===== src/hw/rtl/dtq_pkg.sv =====
// dtq_pkg: shared types, codes and widths for the deadline timer queue
// used by dtq_cell and deadline_timer_queue; no dependencies
`default_nettype none

package dtq_pkg;

  // fixed field widths
  localparam int OPCODE_W   = 3;
  localparam int NOW_W      = 40;
  localparam int DELAY_W    = 31;
  localparam int DEADLINE_W = 41;
  localparam int STATUS_W   = 3;
  localparam int LATE_W     = 31;
  localparam int WAIT_W     = 41;
  localparam int OCC_W      = 5;

  // parameter defaults
  localparam int DEF_QUEUE_DEPTH = 16;
  localparam int DEF_OWNER_BITS  = 8;
  localparam int DEF_TAG_BITS    = 16;

  // saturation limit of the lateness field
  localparam logic [LATE_W-1:0] LATE_MAX = {LATE_W{1'b1}};

  // request opcodes
  localparam logic [OPCODE_W-1:0] OP_INSERT          = 3'd0;
  localparam logic [OPCODE_W-1:0] OP_CHECK           = 3'd1;
  localparam logic [OPCODE_W-1:0] OP_CANCEL_PERIODIC = 3'd2;
  localparam logic [OPCODE_W-1:0] OP_CANCEL_OWNER    = 3'd3;
  localparam logic [OPCODE_W-1:0] OP_CANCEL_TAG      = 3'd4;

  // result status codes
  localparam logic [STATUS_W-1:0] ST_DONE    = 3'd0;
  localparam logic [STATUS_W-1:0] ST_EXPIRED = 3'd1;
  localparam logic [STATUS_W-1:0] ST_WAITING = 3'd2;
  localparam logic [STATUS_W-1:0] ST_EMPTY   = 3'd3;
  localparam logic [STATUS_W-1:0] ST_FULL    = 3'd4;

  // entry kinds
  localparam logic KIND_PERIODIC = 1'b0;
  localparam logic KIND_ALARM    = 1'b1;

  // command broadcast from the sequencer to every cell
  typedef struct packed {
    logic                ins;
    logic                pop;
    logic                cancel;
    logic [OPCODE_W-1:0] opcode;
  } cell_cmd_t;

endpackage

`default_nettype wire


===== src/hw/rtl/dtq_cell.sv =====
// dtq_cell: one slot of the sorted deadline chain
// depends on dtq_pkg; neighbours exchange entries for insert and pop
`default_nettype none

module dtq_cell #(
  parameter int OWNER_BITS = dtq_pkg::DEF_OWNER_BITS,
  parameter int TAG_BITS   = dtq_pkg::DEF_TAG_BITS
) (
  input  wire                              clk,
  input  wire                              rst_n,
  input  wire dtq_pkg::cell_cmd_t          cmd,
  // broadcast new entry and cancel keys
  input  wire [dtq_pkg::DEADLINE_W-1:0]    new_deadline,
  input  wire [OWNER_BITS-1:0]             new_owner,
  input  wire                              new_kind,
  input  wire [TAG_BITS-1:0]               new_tag,
  // left neighbour (towards the head)
  input  wire                              left_take,
  input  wire                              left_valid,
  input  wire                              left_live,
  input  wire [dtq_pkg::DEADLINE_W-1:0]    left_deadline,
  input  wire [OWNER_BITS-1:0]             left_owner,
  input  wire                              left_kind,
  input  wire [TAG_BITS-1:0]               left_tag,
  // right neighbour (towards the tail)
  input  wire                              right_valid,
  input  wire                              right_live,
  input  wire [dtq_pkg::DEADLINE_W-1:0]    right_deadline,
  input  wire [OWNER_BITS-1:0]             right_owner,
  input  wire                              right_kind,
  input  wire [TAG_BITS-1:0]               right_tag,
  // own contents
  output logic                             take,
  output logic                             valid,
  output logic                             live,
  output logic [dtq_pkg::DEADLINE_W-1:0]   deadline,
  output logic [OWNER_BITS-1:0]            owner,
  output logic                             kind,
  output logic [TAG_BITS-1:0]              tag
);

  logic                           valid_r, valid_nxt;
  logic                           live_r, live_nxt;
  logic [dtq_pkg::DEADLINE_W-1:0] deadline_r, deadline_nxt;
  logic [OWNER_BITS-1:0]          owner_r, owner_nxt;
  logic                           kind_r, kind_nxt;
  logic [TAG_BITS-1:0]            tag_r, tag_nxt;
  logic                           hit;

  // slot lies at or behind the insert point
  assign take = !valid_r || (deadline_r > new_deadline);

  // cancel match
  always_comb begin
    case (cmd.opcode)
      dtq_pkg::OP_CANCEL_PERIODIC: hit = (owner_r == new_owner) &&
                                         (kind_r == dtq_pkg::KIND_PERIODIC);
      dtq_pkg::OP_CANCEL_OWNER:    hit = (owner_r == new_owner);
      dtq_pkg::OP_CANCEL_TAG:      hit = (kind_r == dtq_pkg::KIND_ALARM) &&
                                         (tag_r == new_tag);
      default:                     hit = 1'b0;
    endcase
  end

  // next contents
  always_comb begin
    valid_nxt    = valid_r;
    live_nxt     = live_r;
    deadline_nxt = deadline_r;
    owner_nxt    = owner_r;
    kind_nxt     = kind_r;
    tag_nxt      = tag_r;
    if (cmd.ins && take) begin
      if (left_take) begin
        valid_nxt    = left_valid;
        live_nxt     = left_live;
        deadline_nxt = left_deadline;
        owner_nxt    = left_owner;
        kind_nxt     = left_kind;
        tag_nxt      = left_tag;
      end else begin
        valid_nxt    = 1'b1;
        live_nxt     = 1'b1;
        deadline_nxt = new_deadline;
        owner_nxt    = new_owner;
        kind_nxt     = new_kind;
        tag_nxt      = new_tag;
      end
    end else if (cmd.pop) begin
      valid_nxt    = right_valid;
      live_nxt     = right_live;
      deadline_nxt = right_deadline;
      owner_nxt    = right_owner;
      kind_nxt     = right_kind;
      tag_nxt      = right_tag;
    end else if (cmd.cancel && hit) begin
      live_nxt = 1'b0;
    end
  end

  // control bits
  always_ff @(posedge clk) begin
    if (!rst_n) begin
      valid_r <= 1'b0;
      live_r  <= 1'b0;
    end else begin
      valid_r <= valid_nxt;
      live_r  <= live_nxt;
    end
  end

  // payload
  always_ff @(posedge clk) begin
    deadline_r <= deadline_nxt;
    owner_r    <= owner_nxt;
    kind_r     <= kind_nxt;
    tag_r      <= tag_nxt;
  end

  assign valid    = valid_r;
  assign live     = live_r;
  assign deadline = deadline_r;
  assign owner    = owner_r;
  assign kind     = kind_r;
  assign tag      = tag_r;

endmodule

`default_nettype wire


===== src/hw/rtl/deadline_timer_queue.sv =====
// deadline_timer_queue: top level, request sequencer and the chain of cells
// depends on dtq_pkg and dtq_cell
`default_nettype none

// Deadline queue held in time order in a row of QUEUE_DEPTH cells, slot 0 at
// the head. A request is taken at a rising edge with start high and busy low.
// Insert files now_us + delay_us behind every entry with an equal or earlier
// deadline; check pops dead entries off the head, then pops the head if it
// is due or reports the wait; the three cancels clear live bits in place.
// Every request gives exactly one result, shown on the out_ ports for one
// cycle with out_valid high; the receiver cannot hold it off.
// Insert, cancel and check each run through the execute state after the
// accepting edge, and the result is registered as the sequencer goes idle;
// a check stays in the execute state while it pops dead entries off the
// head, one cell shift per cycle. busy drops as the result is shown, so a
// new request can be taken in that cycle; none is taken while busy.
// The shift of the whole row and the head compare happen in each execute
// cycle, after the deadline sum is registered at acceptance.
// Reset (rst_n low, synchronous) empties the queue and clears busy and
// out_valid; cell payload is not cleared.
module deadline_timer_queue #(
  parameter int QUEUE_DEPTH = dtq_pkg::DEF_QUEUE_DEPTH,
  parameter int OWNER_BITS  = dtq_pkg::DEF_OWNER_BITS,
  parameter int TAG_BITS    = dtq_pkg::DEF_TAG_BITS
) (
  input  wire                              clk,
  input  wire                              rst_n,
  input  wire                              start,
  output logic                             busy,
  input  wire [dtq_pkg::OPCODE_W-1:0]      in_opcode,
  input  wire [dtq_pkg::NOW_W-1:0]         in_now_us,
  input  wire [dtq_pkg::DELAY_W-1:0]       in_delay_us,
  input  wire [OWNER_BITS-1:0]             in_owner_id,
  input  wire                              in_entry_kind,
  input  wire [TAG_BITS-1:0]               in_alarm_tag,
  output logic                             out_valid,
  output logic [dtq_pkg::STATUS_W-1:0]     out_status,
  output logic [OWNER_BITS-1:0]            out_expired_owner,
  output logic                             out_expired_kind,
  output logic [TAG_BITS-1:0]              out_expired_tag,
  output logic [dtq_pkg::LATE_W-1:0]       out_lateness_us,
  output logic [dtq_pkg::WAIT_W-1:0]       out_wait_us,
  output logic [dtq_pkg::OCC_W-1:0]        out_occupancy
);

  localparam int CNT_W = $clog2(QUEUE_DEPTH + 1);
  localparam logic [CNT_W-1:0] CNT_FULL = CNT_W'(QUEUE_DEPTH);
  localparam logic [CNT_W-1:0] CNT_ONE  = CNT_W'(1);

  // sequencer states
  localparam logic STATE_IDLE = 1'b0;
  localparam logic STATE_EXEC = 1'b1;

  logic state_r, state_nxt;
  logic [CNT_W-1:0] cnt_r, cnt_nxt;

  // request registers
  logic [dtq_pkg::OPCODE_W-1:0]   op_r;
  logic [dtq_pkg::NOW_W-1:0]      now_r;
  logic [dtq_pkg::DEADLINE_W-1:0] dl_r;
  logic [OWNER_BITS-1:0]          owner_r;
  logic                           kind_r;
  logic [TAG_BITS-1:0]            tag_r;

  // result registers
  logic                           out_valid_r, out_valid_nxt;
  logic [dtq_pkg::STATUS_W-1:0]   status_r, status_nxt;
  logic [OWNER_BITS-1:0]          e_owner_r, e_owner_nxt;
  logic                           e_kind_r, e_kind_nxt;
  logic [TAG_BITS-1:0]            e_tag_r, e_tag_nxt;
  logic [dtq_pkg::LATE_W-1:0]     late_r, late_nxt;
  logic [dtq_pkg::WAIT_W-1:0]     wait_r, wait_nxt;
  logic [dtq_pkg::OCC_W-1:0]      occ_r;
  logic [CNT_W+dtq_pkg::OCC_W-1:0] occ_ext;

  dtq_pkg::cell_cmd_t cmd;

  // chain signals
  logic [QUEUE_DEPTH-1:0]         c_take, c_valid, c_live, c_kind;
  logic [dtq_pkg::DEADLINE_W-1:0] c_deadline [QUEUE_DEPTH];
  logic [OWNER_BITS-1:0]          c_owner [QUEUE_DEPTH];
  logic [TAG_BITS-1:0]            c_tag [QUEUE_DEPTH];

  // head evaluation
  logic                           accept;
  logic                           head_dead;
  logic                           head_due;
  logic [dtq_pkg::DEADLINE_W-1:0] now_ext;
  logic [dtq_pkg::DEADLINE_W-1:0] late_diff;
  logic [dtq_pkg::DEADLINE_W-1:0] head_wait;

  assign accept    = start && (state_r == STATE_IDLE);
  assign busy      = (state_r == STATE_EXEC);
  assign head_dead = c_valid[0] && !c_live[0];
  assign now_ext   = {1'b0, now_r};
  assign head_due  = (now_ext >= c_deadline[0]);
  assign late_diff = now_ext - c_deadline[0];
  assign head_wait = c_deadline[0] - now_ext;

  // row of cells, each wired to its neighbours, the ends tied off
  for (genvar i = 0; i < QUEUE_DEPTH; i++) begin : g_cell
    logic                           l_take, l_valid, l_live, l_kind;
    logic [dtq_pkg::DEADLINE_W-1:0] l_deadline;
    logic [OWNER_BITS-1:0]          l_owner;
    logic [TAG_BITS-1:0]            l_tag;
    logic                           r_valid, r_live, r_kind;
    logic [dtq_pkg::DEADLINE_W-1:0] r_deadline;
    logic [OWNER_BITS-1:0]          r_owner;
    logic [TAG_BITS-1:0]            r_tag;

    if (i == 0) begin : g_head
      assign l_take     = 1'b0;
      assign l_valid    = 1'b0;
      assign l_live     = 1'b0;
      assign l_kind     = 1'b0;
      assign l_deadline = '0;
      assign l_owner    = '0;
      assign l_tag      = '0;
    end else begin : g_left
      assign l_take     = c_take[i-1];
      assign l_valid    = c_valid[i-1];
      assign l_live     = c_live[i-1];
      assign l_kind     = c_kind[i-1];
      assign l_deadline = c_deadline[i-1];
      assign l_owner    = c_owner[i-1];
      assign l_tag      = c_tag[i-1];
    end

    if (i == QUEUE_DEPTH - 1) begin : g_tail
      assign r_valid    = 1'b0;
      assign r_live     = 1'b0;
      assign r_kind     = 1'b0;
      assign r_deadline = '0;
      assign r_owner    = '0;
      assign r_tag      = '0;
    end else begin : g_right
      assign r_valid    = c_valid[i+1];
      assign r_live     = c_live[i+1];
      assign r_kind     = c_kind[i+1];
      assign r_deadline = c_deadline[i+1];
      assign r_owner    = c_owner[i+1];
      assign r_tag      = c_tag[i+1];
    end

    dtq_cell #(
      .OWNER_BITS (OWNER_BITS),
      .TAG_BITS   (TAG_BITS)
    ) u_cell (
      .clk            (clk),
      .rst_n          (rst_n),
      .cmd            (cmd),
      .new_deadline   (dl_r),
      .new_owner      (owner_r),
      .new_kind       (kind_r),
      .new_tag        (tag_r),
      .left_take      (l_take),
      .left_valid     (l_valid),
      .left_live      (l_live),
      .left_deadline  (l_deadline),
      .left_owner     (l_owner),
      .left_kind      (l_kind),
      .left_tag       (l_tag),
      .right_valid    (r_valid),
      .right_live     (r_live),
      .right_deadline (r_deadline),
      .right_owner    (r_owner),
      .right_kind     (r_kind),
      .right_tag      (r_tag),
      .take           (c_take[i]),
      .valid          (c_valid[i]),
      .live           (c_live[i]),
      .deadline       (c_deadline[i]),
      .owner          (c_owner[i]),
      .kind           (c_kind[i]),
      .tag            (c_tag[i])
    );
  end

  // sequencer: each request runs in the execute state, repeated while purging
  always_comb begin
    state_nxt     = state_r;
    cnt_nxt       = cnt_r;
    cmd           = '0;
    cmd.opcode    = op_r;
    out_valid_nxt = 1'b0;
    status_nxt    = dtq_pkg::ST_DONE;
    e_owner_nxt   = '0;
    e_kind_nxt    = 1'b0;
    e_tag_nxt     = '0;
    late_nxt      = '0;
    wait_nxt      = '0;
    if (state_r == STATE_IDLE) begin
      if (start) begin
        state_nxt = STATE_EXEC;
      end
    end else begin
      state_nxt     = STATE_IDLE;
      out_valid_nxt = 1'b1;
      case (op_r)
        dtq_pkg::OP_INSERT: begin
          if (cnt_r == CNT_FULL) begin
            status_nxt = dtq_pkg::ST_FULL;
          end else begin
            cmd.ins = 1'b1;
            cnt_nxt = cnt_r + CNT_ONE;
          end
        end
        dtq_pkg::OP_CHECK: begin
          if (head_dead) begin
            // drop a dead head and look again next cycle
            cmd.pop       = 1'b1;
            cnt_nxt       = cnt_r - CNT_ONE;
            state_nxt     = STATE_EXEC;
            out_valid_nxt = 1'b0;
          end else if (!c_valid[0]) begin
            status_nxt = dtq_pkg::ST_EMPTY;
          end else if (head_due) begin
            cmd.pop     = 1'b1;
            cnt_nxt     = cnt_r - CNT_ONE;
            status_nxt  = dtq_pkg::ST_EXPIRED;
            e_owner_nxt = c_owner[0];
            e_kind_nxt  = c_kind[0];
            e_tag_nxt   = c_tag[0];
            late_nxt    = (|late_diff[dtq_pkg::DEADLINE_W-1:dtq_pkg::LATE_W]) ?
                          dtq_pkg::LATE_MAX : late_diff[dtq_pkg::LATE_W-1:0];
          end else begin
            status_nxt = dtq_pkg::ST_WAITING;
            wait_nxt   = head_wait;
          end
        end
        dtq_pkg::OP_CANCEL_PERIODIC,
        dtq_pkg::OP_CANCEL_OWNER,
        dtq_pkg::OP_CANCEL_TAG: begin
          cmd.cancel = 1'b1;
        end
        default: begin
          status_nxt = dtq_pkg::ST_DONE;
        end
      endcase
    end
  end

  assign occ_ext = {{dtq_pkg::OCC_W{1'b0}}, cnt_nxt};

  // control registers
  always_ff @(posedge clk) begin
    if (!rst_n) begin
      state_r     <= STATE_IDLE;
      cnt_r       <= '0;
      out_valid_r <= 1'b0;
    end else begin
      state_r     <= state_nxt;
      cnt_r       <= cnt_nxt;
      out_valid_r <= out_valid_nxt;
    end
  end

  // request capture, deadline sum formed here
  always_ff @(posedge clk) begin
    if (accept) begin
      op_r    <= in_opcode;
      now_r   <= in_now_us;
      dl_r    <= dtq_pkg::DEADLINE_W'(in_now_us) + dtq_pkg::DEADLINE_W'(in_delay_us);
      owner_r <= in_owner_id;
      kind_r  <= in_entry_kind;
      tag_r   <= in_alarm_tag;
    end
  end

  // result payload
  always_ff @(posedge clk) begin
    status_r  <= status_nxt;
    e_owner_r <= e_owner_nxt;
    e_kind_r  <= e_kind_nxt;
    e_tag_r   <= e_tag_nxt;
    late_r    <= late_nxt;
    wait_r    <= wait_nxt;
    occ_r     <= occ_ext[dtq_pkg::OCC_W-1:0];
  end

  assign out_valid         = out_valid_r;
  assign out_status        = status_r;
  assign out_expired_owner = e_owner_r;
  assign out_expired_kind  = e_kind_r;
  assign out_expired_tag   = e_tag_r;
  assign out_lateness_us   = late_r;
  assign out_wait_us       = wait_r;
  assign out_occupancy     = occ_r;

`ifndef SYNTH
  // valid cells always match the entry count
  a_count_matches_cells: assert property (@(posedge clk) disable iff (!rst_n)
    $countones(c_valid) == int'(cnt_r))
    else $error("entry count differs from valid cells");

  // valid cells form a contiguous run from the head
  a_valid_prefix: assert property (@(posedge clk) disable iff (!rst_n)
    (c_valid & (c_valid + QUEUE_DEPTH'(1))) == '0)
    else $error("hole in the valid run of the chain");

  // a result follows an execute cycle and never one that keeps purging
  a_result_after_exec: assert property (@(posedge clk) disable iff (!rst_n)
    out_valid_r |-> ($past(state_r) == STATE_EXEC) && (state_r == STATE_IDLE))
    else $error("result without a finished execute cycle");

  // a rejected insert only happens with every cell in use
  a_full_reject: assert property (@(posedge clk) disable iff (!rst_n)
    (out_valid_r && (status_r == dtq_pkg::ST_FULL)) |-> (&c_valid))
    else $error("insert rejected while a cell was free");
`endif

endmodule

`default_nettype wire

===== config.mk =====
export PLATFORM = sky130hd
export DESIGN_NAME = deadline_timer_queue
export DESIGN_NICKNAME = d
export VERILOG_FILES = /design/src/hw/rtl/dtq_pkg.sv /design/src/hw/rtl/dtq_cell.sv /design/src/hw/rtl/deadline_timer_queue.sv
export SDC_FILE = /design/constraint.sdc
export NUM_CORES = 2
export LEC_CHECK = 0
export ABC_AREA = 1
export BUFFER_PORTS_ARGS = -buffer_cell sky130_fd_sc_hd__buf_4
export CAP_MARGIN = 5
export CORE_ASPECT_RATIO = 1.2
export CORE_MARGIN = 5
export CORE_UTILIZATION = 32
export CTS_CLUSTER_SIZE = 28
export DETAILED_ROUTE_END_ITERATION = 7
export SETUP_SLACK_MARGIN = 0.15
export SYNTH_ARGS = -nofsm -noshare
export SYNTH_HDL_FRONTEND = slang
export SYNTH_SLANG_ARGS = --single-unit

===== constraint.sdc =====
create_clock -name clk -period 4.6 [get_ports clk]
set_clock_uncertainty 0.05 [all_clocks]
set_input_delay 0 -clock clk [delete_from_list [all_inputs] [get_ports clk]]
set_output_delay 0 -clock clk [all_outputs]
set_load 0.005 [all_outputs]

==> flow_summary.json <==
{
  "worst_pin_slew_ns": 1.41,
  "synth_xor_area_share_pct": 2.27,
  "num-nets-final": 12100,
  "critPathKind": "flip-flop to flip-flop",
  "leakage_uw": 0.0430,
  "wire_per_inst_um": 20.3,
  "required_ns": 5.00,
  "grt_pass1_vias": 74100,
  "mappedNetlistNets": 11900,
  "fin_util_pct": 36.8,
  "port_buffers": 208,
  "dp_hpwl_um": 238000,
  "synth_edf_count": 1165,
  "grt_use_total_pct": 20.1,
  "synthAdderAreaFrac_pct": 10.9,
  "peakVddDrop_mv": 0.262,
  "io_pins": 209,
  "slew_headroom_pct": 4.84,
  "synth.avg_cell_area_um2": 8.07,
  "yosysWarnings": 0,
  "outcome": "completed",
  "yosys-top-cells-area": "edfxtp_1 (39%), ha_1 (11%), nand2_1 (9.2%)",
  "slew_violations": 0,
  "period_minus_slack_ns": 4.33,
  "synth.top_cell.area_share_pct": 39.3,
  "netlist_area_mm2": 0.0890,
  "placeableCoreArea_mm2": 0.277,
  "clock_latency_ns": 0.82,
  "setup_tns_ns": 0,
  "grt_pass1_wl_um": 458000,
  "hold_path_class": "input port to flip-flop",
  "critPathMaxFanout": 67,
  "seq_area_mm2": 0.0379,
  "cts_sinks": 1309,
  "worst-endpoint-arrival_ns": 4.73,
  "numCtsBuffers": 149,
  "setup_viol": 0,
  "rsz0062_at_grt": "false",
  "grt_max_degree": 134,
  "synth-simple-area-share_pct": 18.4,
  "syn_to_final_growth_pct": 14.7,
  "drive_above_1_share_pct": 7.87,
  "vias_per_cell": 5.23,
  "netlist_instances": 11000,
  "drv_cap": 0,
  "seq_area_frac_synth_pct": 42.5,
  "drt_iter0_markers": 7245,
  "multi_input_area_mm2": 0.0448,
  "synth_compound_area_share_pct": 18.5,
  "drc": 0,
  "cts.path.max_buffers": 4,
  "path_clk_slew_ns": 0.06,
  "ys_ff_latch": 1309,
  "grt_overflow": 0,
  "layout_commonest_cell": "nand2_1",
  "start_util_pct": 32.1,
  "muxShareOfSynthArea_pct": 0,
  "hold_viol_final": 0,
  "cts_tree": "yes",
  "post_cts_buffers": 0,
  "root_buffer": "clkbuf_16",
  "async_reset_ff_share_pct": 0,
  "synth_top_family_by_area": "compound AO/OA/AOI/OAI gates",
  "gp_congestion": 0.984,
  "antenna_found_initial": 6,
  "synth.distinct_cells": 55,
  "fin_total_pwr_uw": 29200,
  "ant_nets": 0,
  "die_h_um": 588,
  "post-route-period-util_pct": 94.2,
  "start_kind": "flip-flop",
  "layout_common_cells": "nand2_1 (2141), o21ai_0 (1340), edfxtp_1 (1165)",
  "via_count": 78400,
  "rows": 212,
  "power_density_mw_per_mm2": 286,
  "fillCellCount": 28500,
  "die_area_mm2": 0.289,
  "die_x_um": 491,
  "drt_pre_antenna_iters": 6,
  "synth_flop_cell": "edfxtp_1",
  "drt_wl_total_um": 303000,
  "cp-end-kind": "flip-flop",
  "fmax_ghz": 0.231,
  "synth_area_leader_cell": "edfxtp_1",
  "h-tree-depth": 4
}
## layout make-up
type / count / area share [%]
timing repair buffer: 694 / 6.24
multi-input combinational: 8028 / 43.9
clock inverter: 49 / 0.345
antenna: 2 / 0.00490
inverter: 1049 / 3.87
sequential: 1309 / 37.1
clock buffer: 207 / 4.08
tap: 3638 / 4.46
## registers in the layout, summed over array words and instances (netlist names)
register                flops
g_cell.u_cell.deadline    656
g_cell.u_cell.tag         256
g_cell.u_cell.owner       128
dl_r                       41
out_wait_us                41
now_r                      40
out_lateness_us            31
g_cell.u_cell.kind         16
g_cell.u_cell.live         16
g_cell.u_cell.valid        16
out_expired_tag            16
tag_r                      16
out_expired_owner           8
owner_r                     8
cnt_r                       5
out_occupancy               5
op_r                        3
out_status                  3
busy                        1
kind_r                      1
out_expired_kind            1
out_valid                   1
## cells by family (layout without fill, tap and decap cells)
kind of cell	after synthesis	after routing
XOR/XNOR	231	231
other	0	2
buffers and inverters	1690	1999
flip-flops	1309	1309
AO/OA/AOI/OAI	3094	3094
AND/OR/NAND/NOR	3931	3931
adder cells (fa/ha/maj)	772	772
## final timing paths
kind | start | to | slack, ns | cells after the start
min reg2reg | g_cell[15].u_cell.valid | g_cell[15].u_cell.valid | 0.47 | 2
min | start | busy | 0.09 | 4
max reg2reg | dl_r[33] | g_cell[12].u_cell.deadline[16] | 0.27 | 14
max | dl_r[33] | g_cell[12].u_cell.deadline[16] | 0.27 | 14
## worst max-delay path, cell delays in order, from the launching register on
cell and delay, ns:
edfxtp_1 0.39, inv_1 0.40, buf_4 0.29, ha_1 0.15, nand4_1 0.11, nor3_1 0.45, nor2b_1 0.56, nand3b_1 0.13
nand3_1 0.13, nand2_2 0.08, nand2_4 0.30, nand2_2 0.17, buf_12 0.20, nand2_4 0.09, buf_12 0.31
## layer usage
layer,share of wire (%),GRT usage [%],vias up
li1,-,-,38600
met1,43,26.2,36600
met2,46,33.5,2694
met3,5.5,1.78,553
met4,5.5,9.67,2
met5,0.0043,0,-
## power by group
part	switching, uW	leakage (uW)	internal, uW	total (uW)
combinational	2920	0.0290	1440	4370
sequential	138	0.0118	13100	13200
clock	5080	0.00221	6520	11600
total	8140	0.0430	21000	29200
## Yosys cell counts, drive strengths merged (6+ instances only)
cell type  instances
nor4b              7
edfxtp          1165
nand4            113
ha               769
nand3b            11
clkbuf           415
nor3              84
nor3b              6
o2111ai           23
o22ai            184
a21boi            12
inv             1044
nand2           2206
buf              226
o211ai            20
a21o              23
dfxtp            144
xor2             167
xnor2             64
nor4              51
o21ai           1381
o21a              46
or2               18
nand3            461
a31oi            213
nor2             963
o21bai            24
a21oi           1154
## stage by stage
step | hold slack, ns | cell area, um2 | std cells | worst slack, ns
after floorplan | 0.0489 | 89000 | 11000 | 0.444
after global placement | 0.128 | 95700 | 14500 | 0.112
after detailed placement | 0.130 | 95800 | 14500 | 0.0794
after CTS | 0.0279 | 102000 | 15000 | 0.318
after global routing | 0.0875 | 102000 | 15000 | 0.151
final | 0.0895 | 102000 | 15000 | 0.266
## what timing repair did
item                                    in CTS  in global routing
endpoints found under the setup margin     131                  3
gates resized for setup                      2                  1
hold endpoints to repair                   183                  0
hold buffers                               177                  0
cloned                                       0                  0
Power figures use the tool's default switching activity.
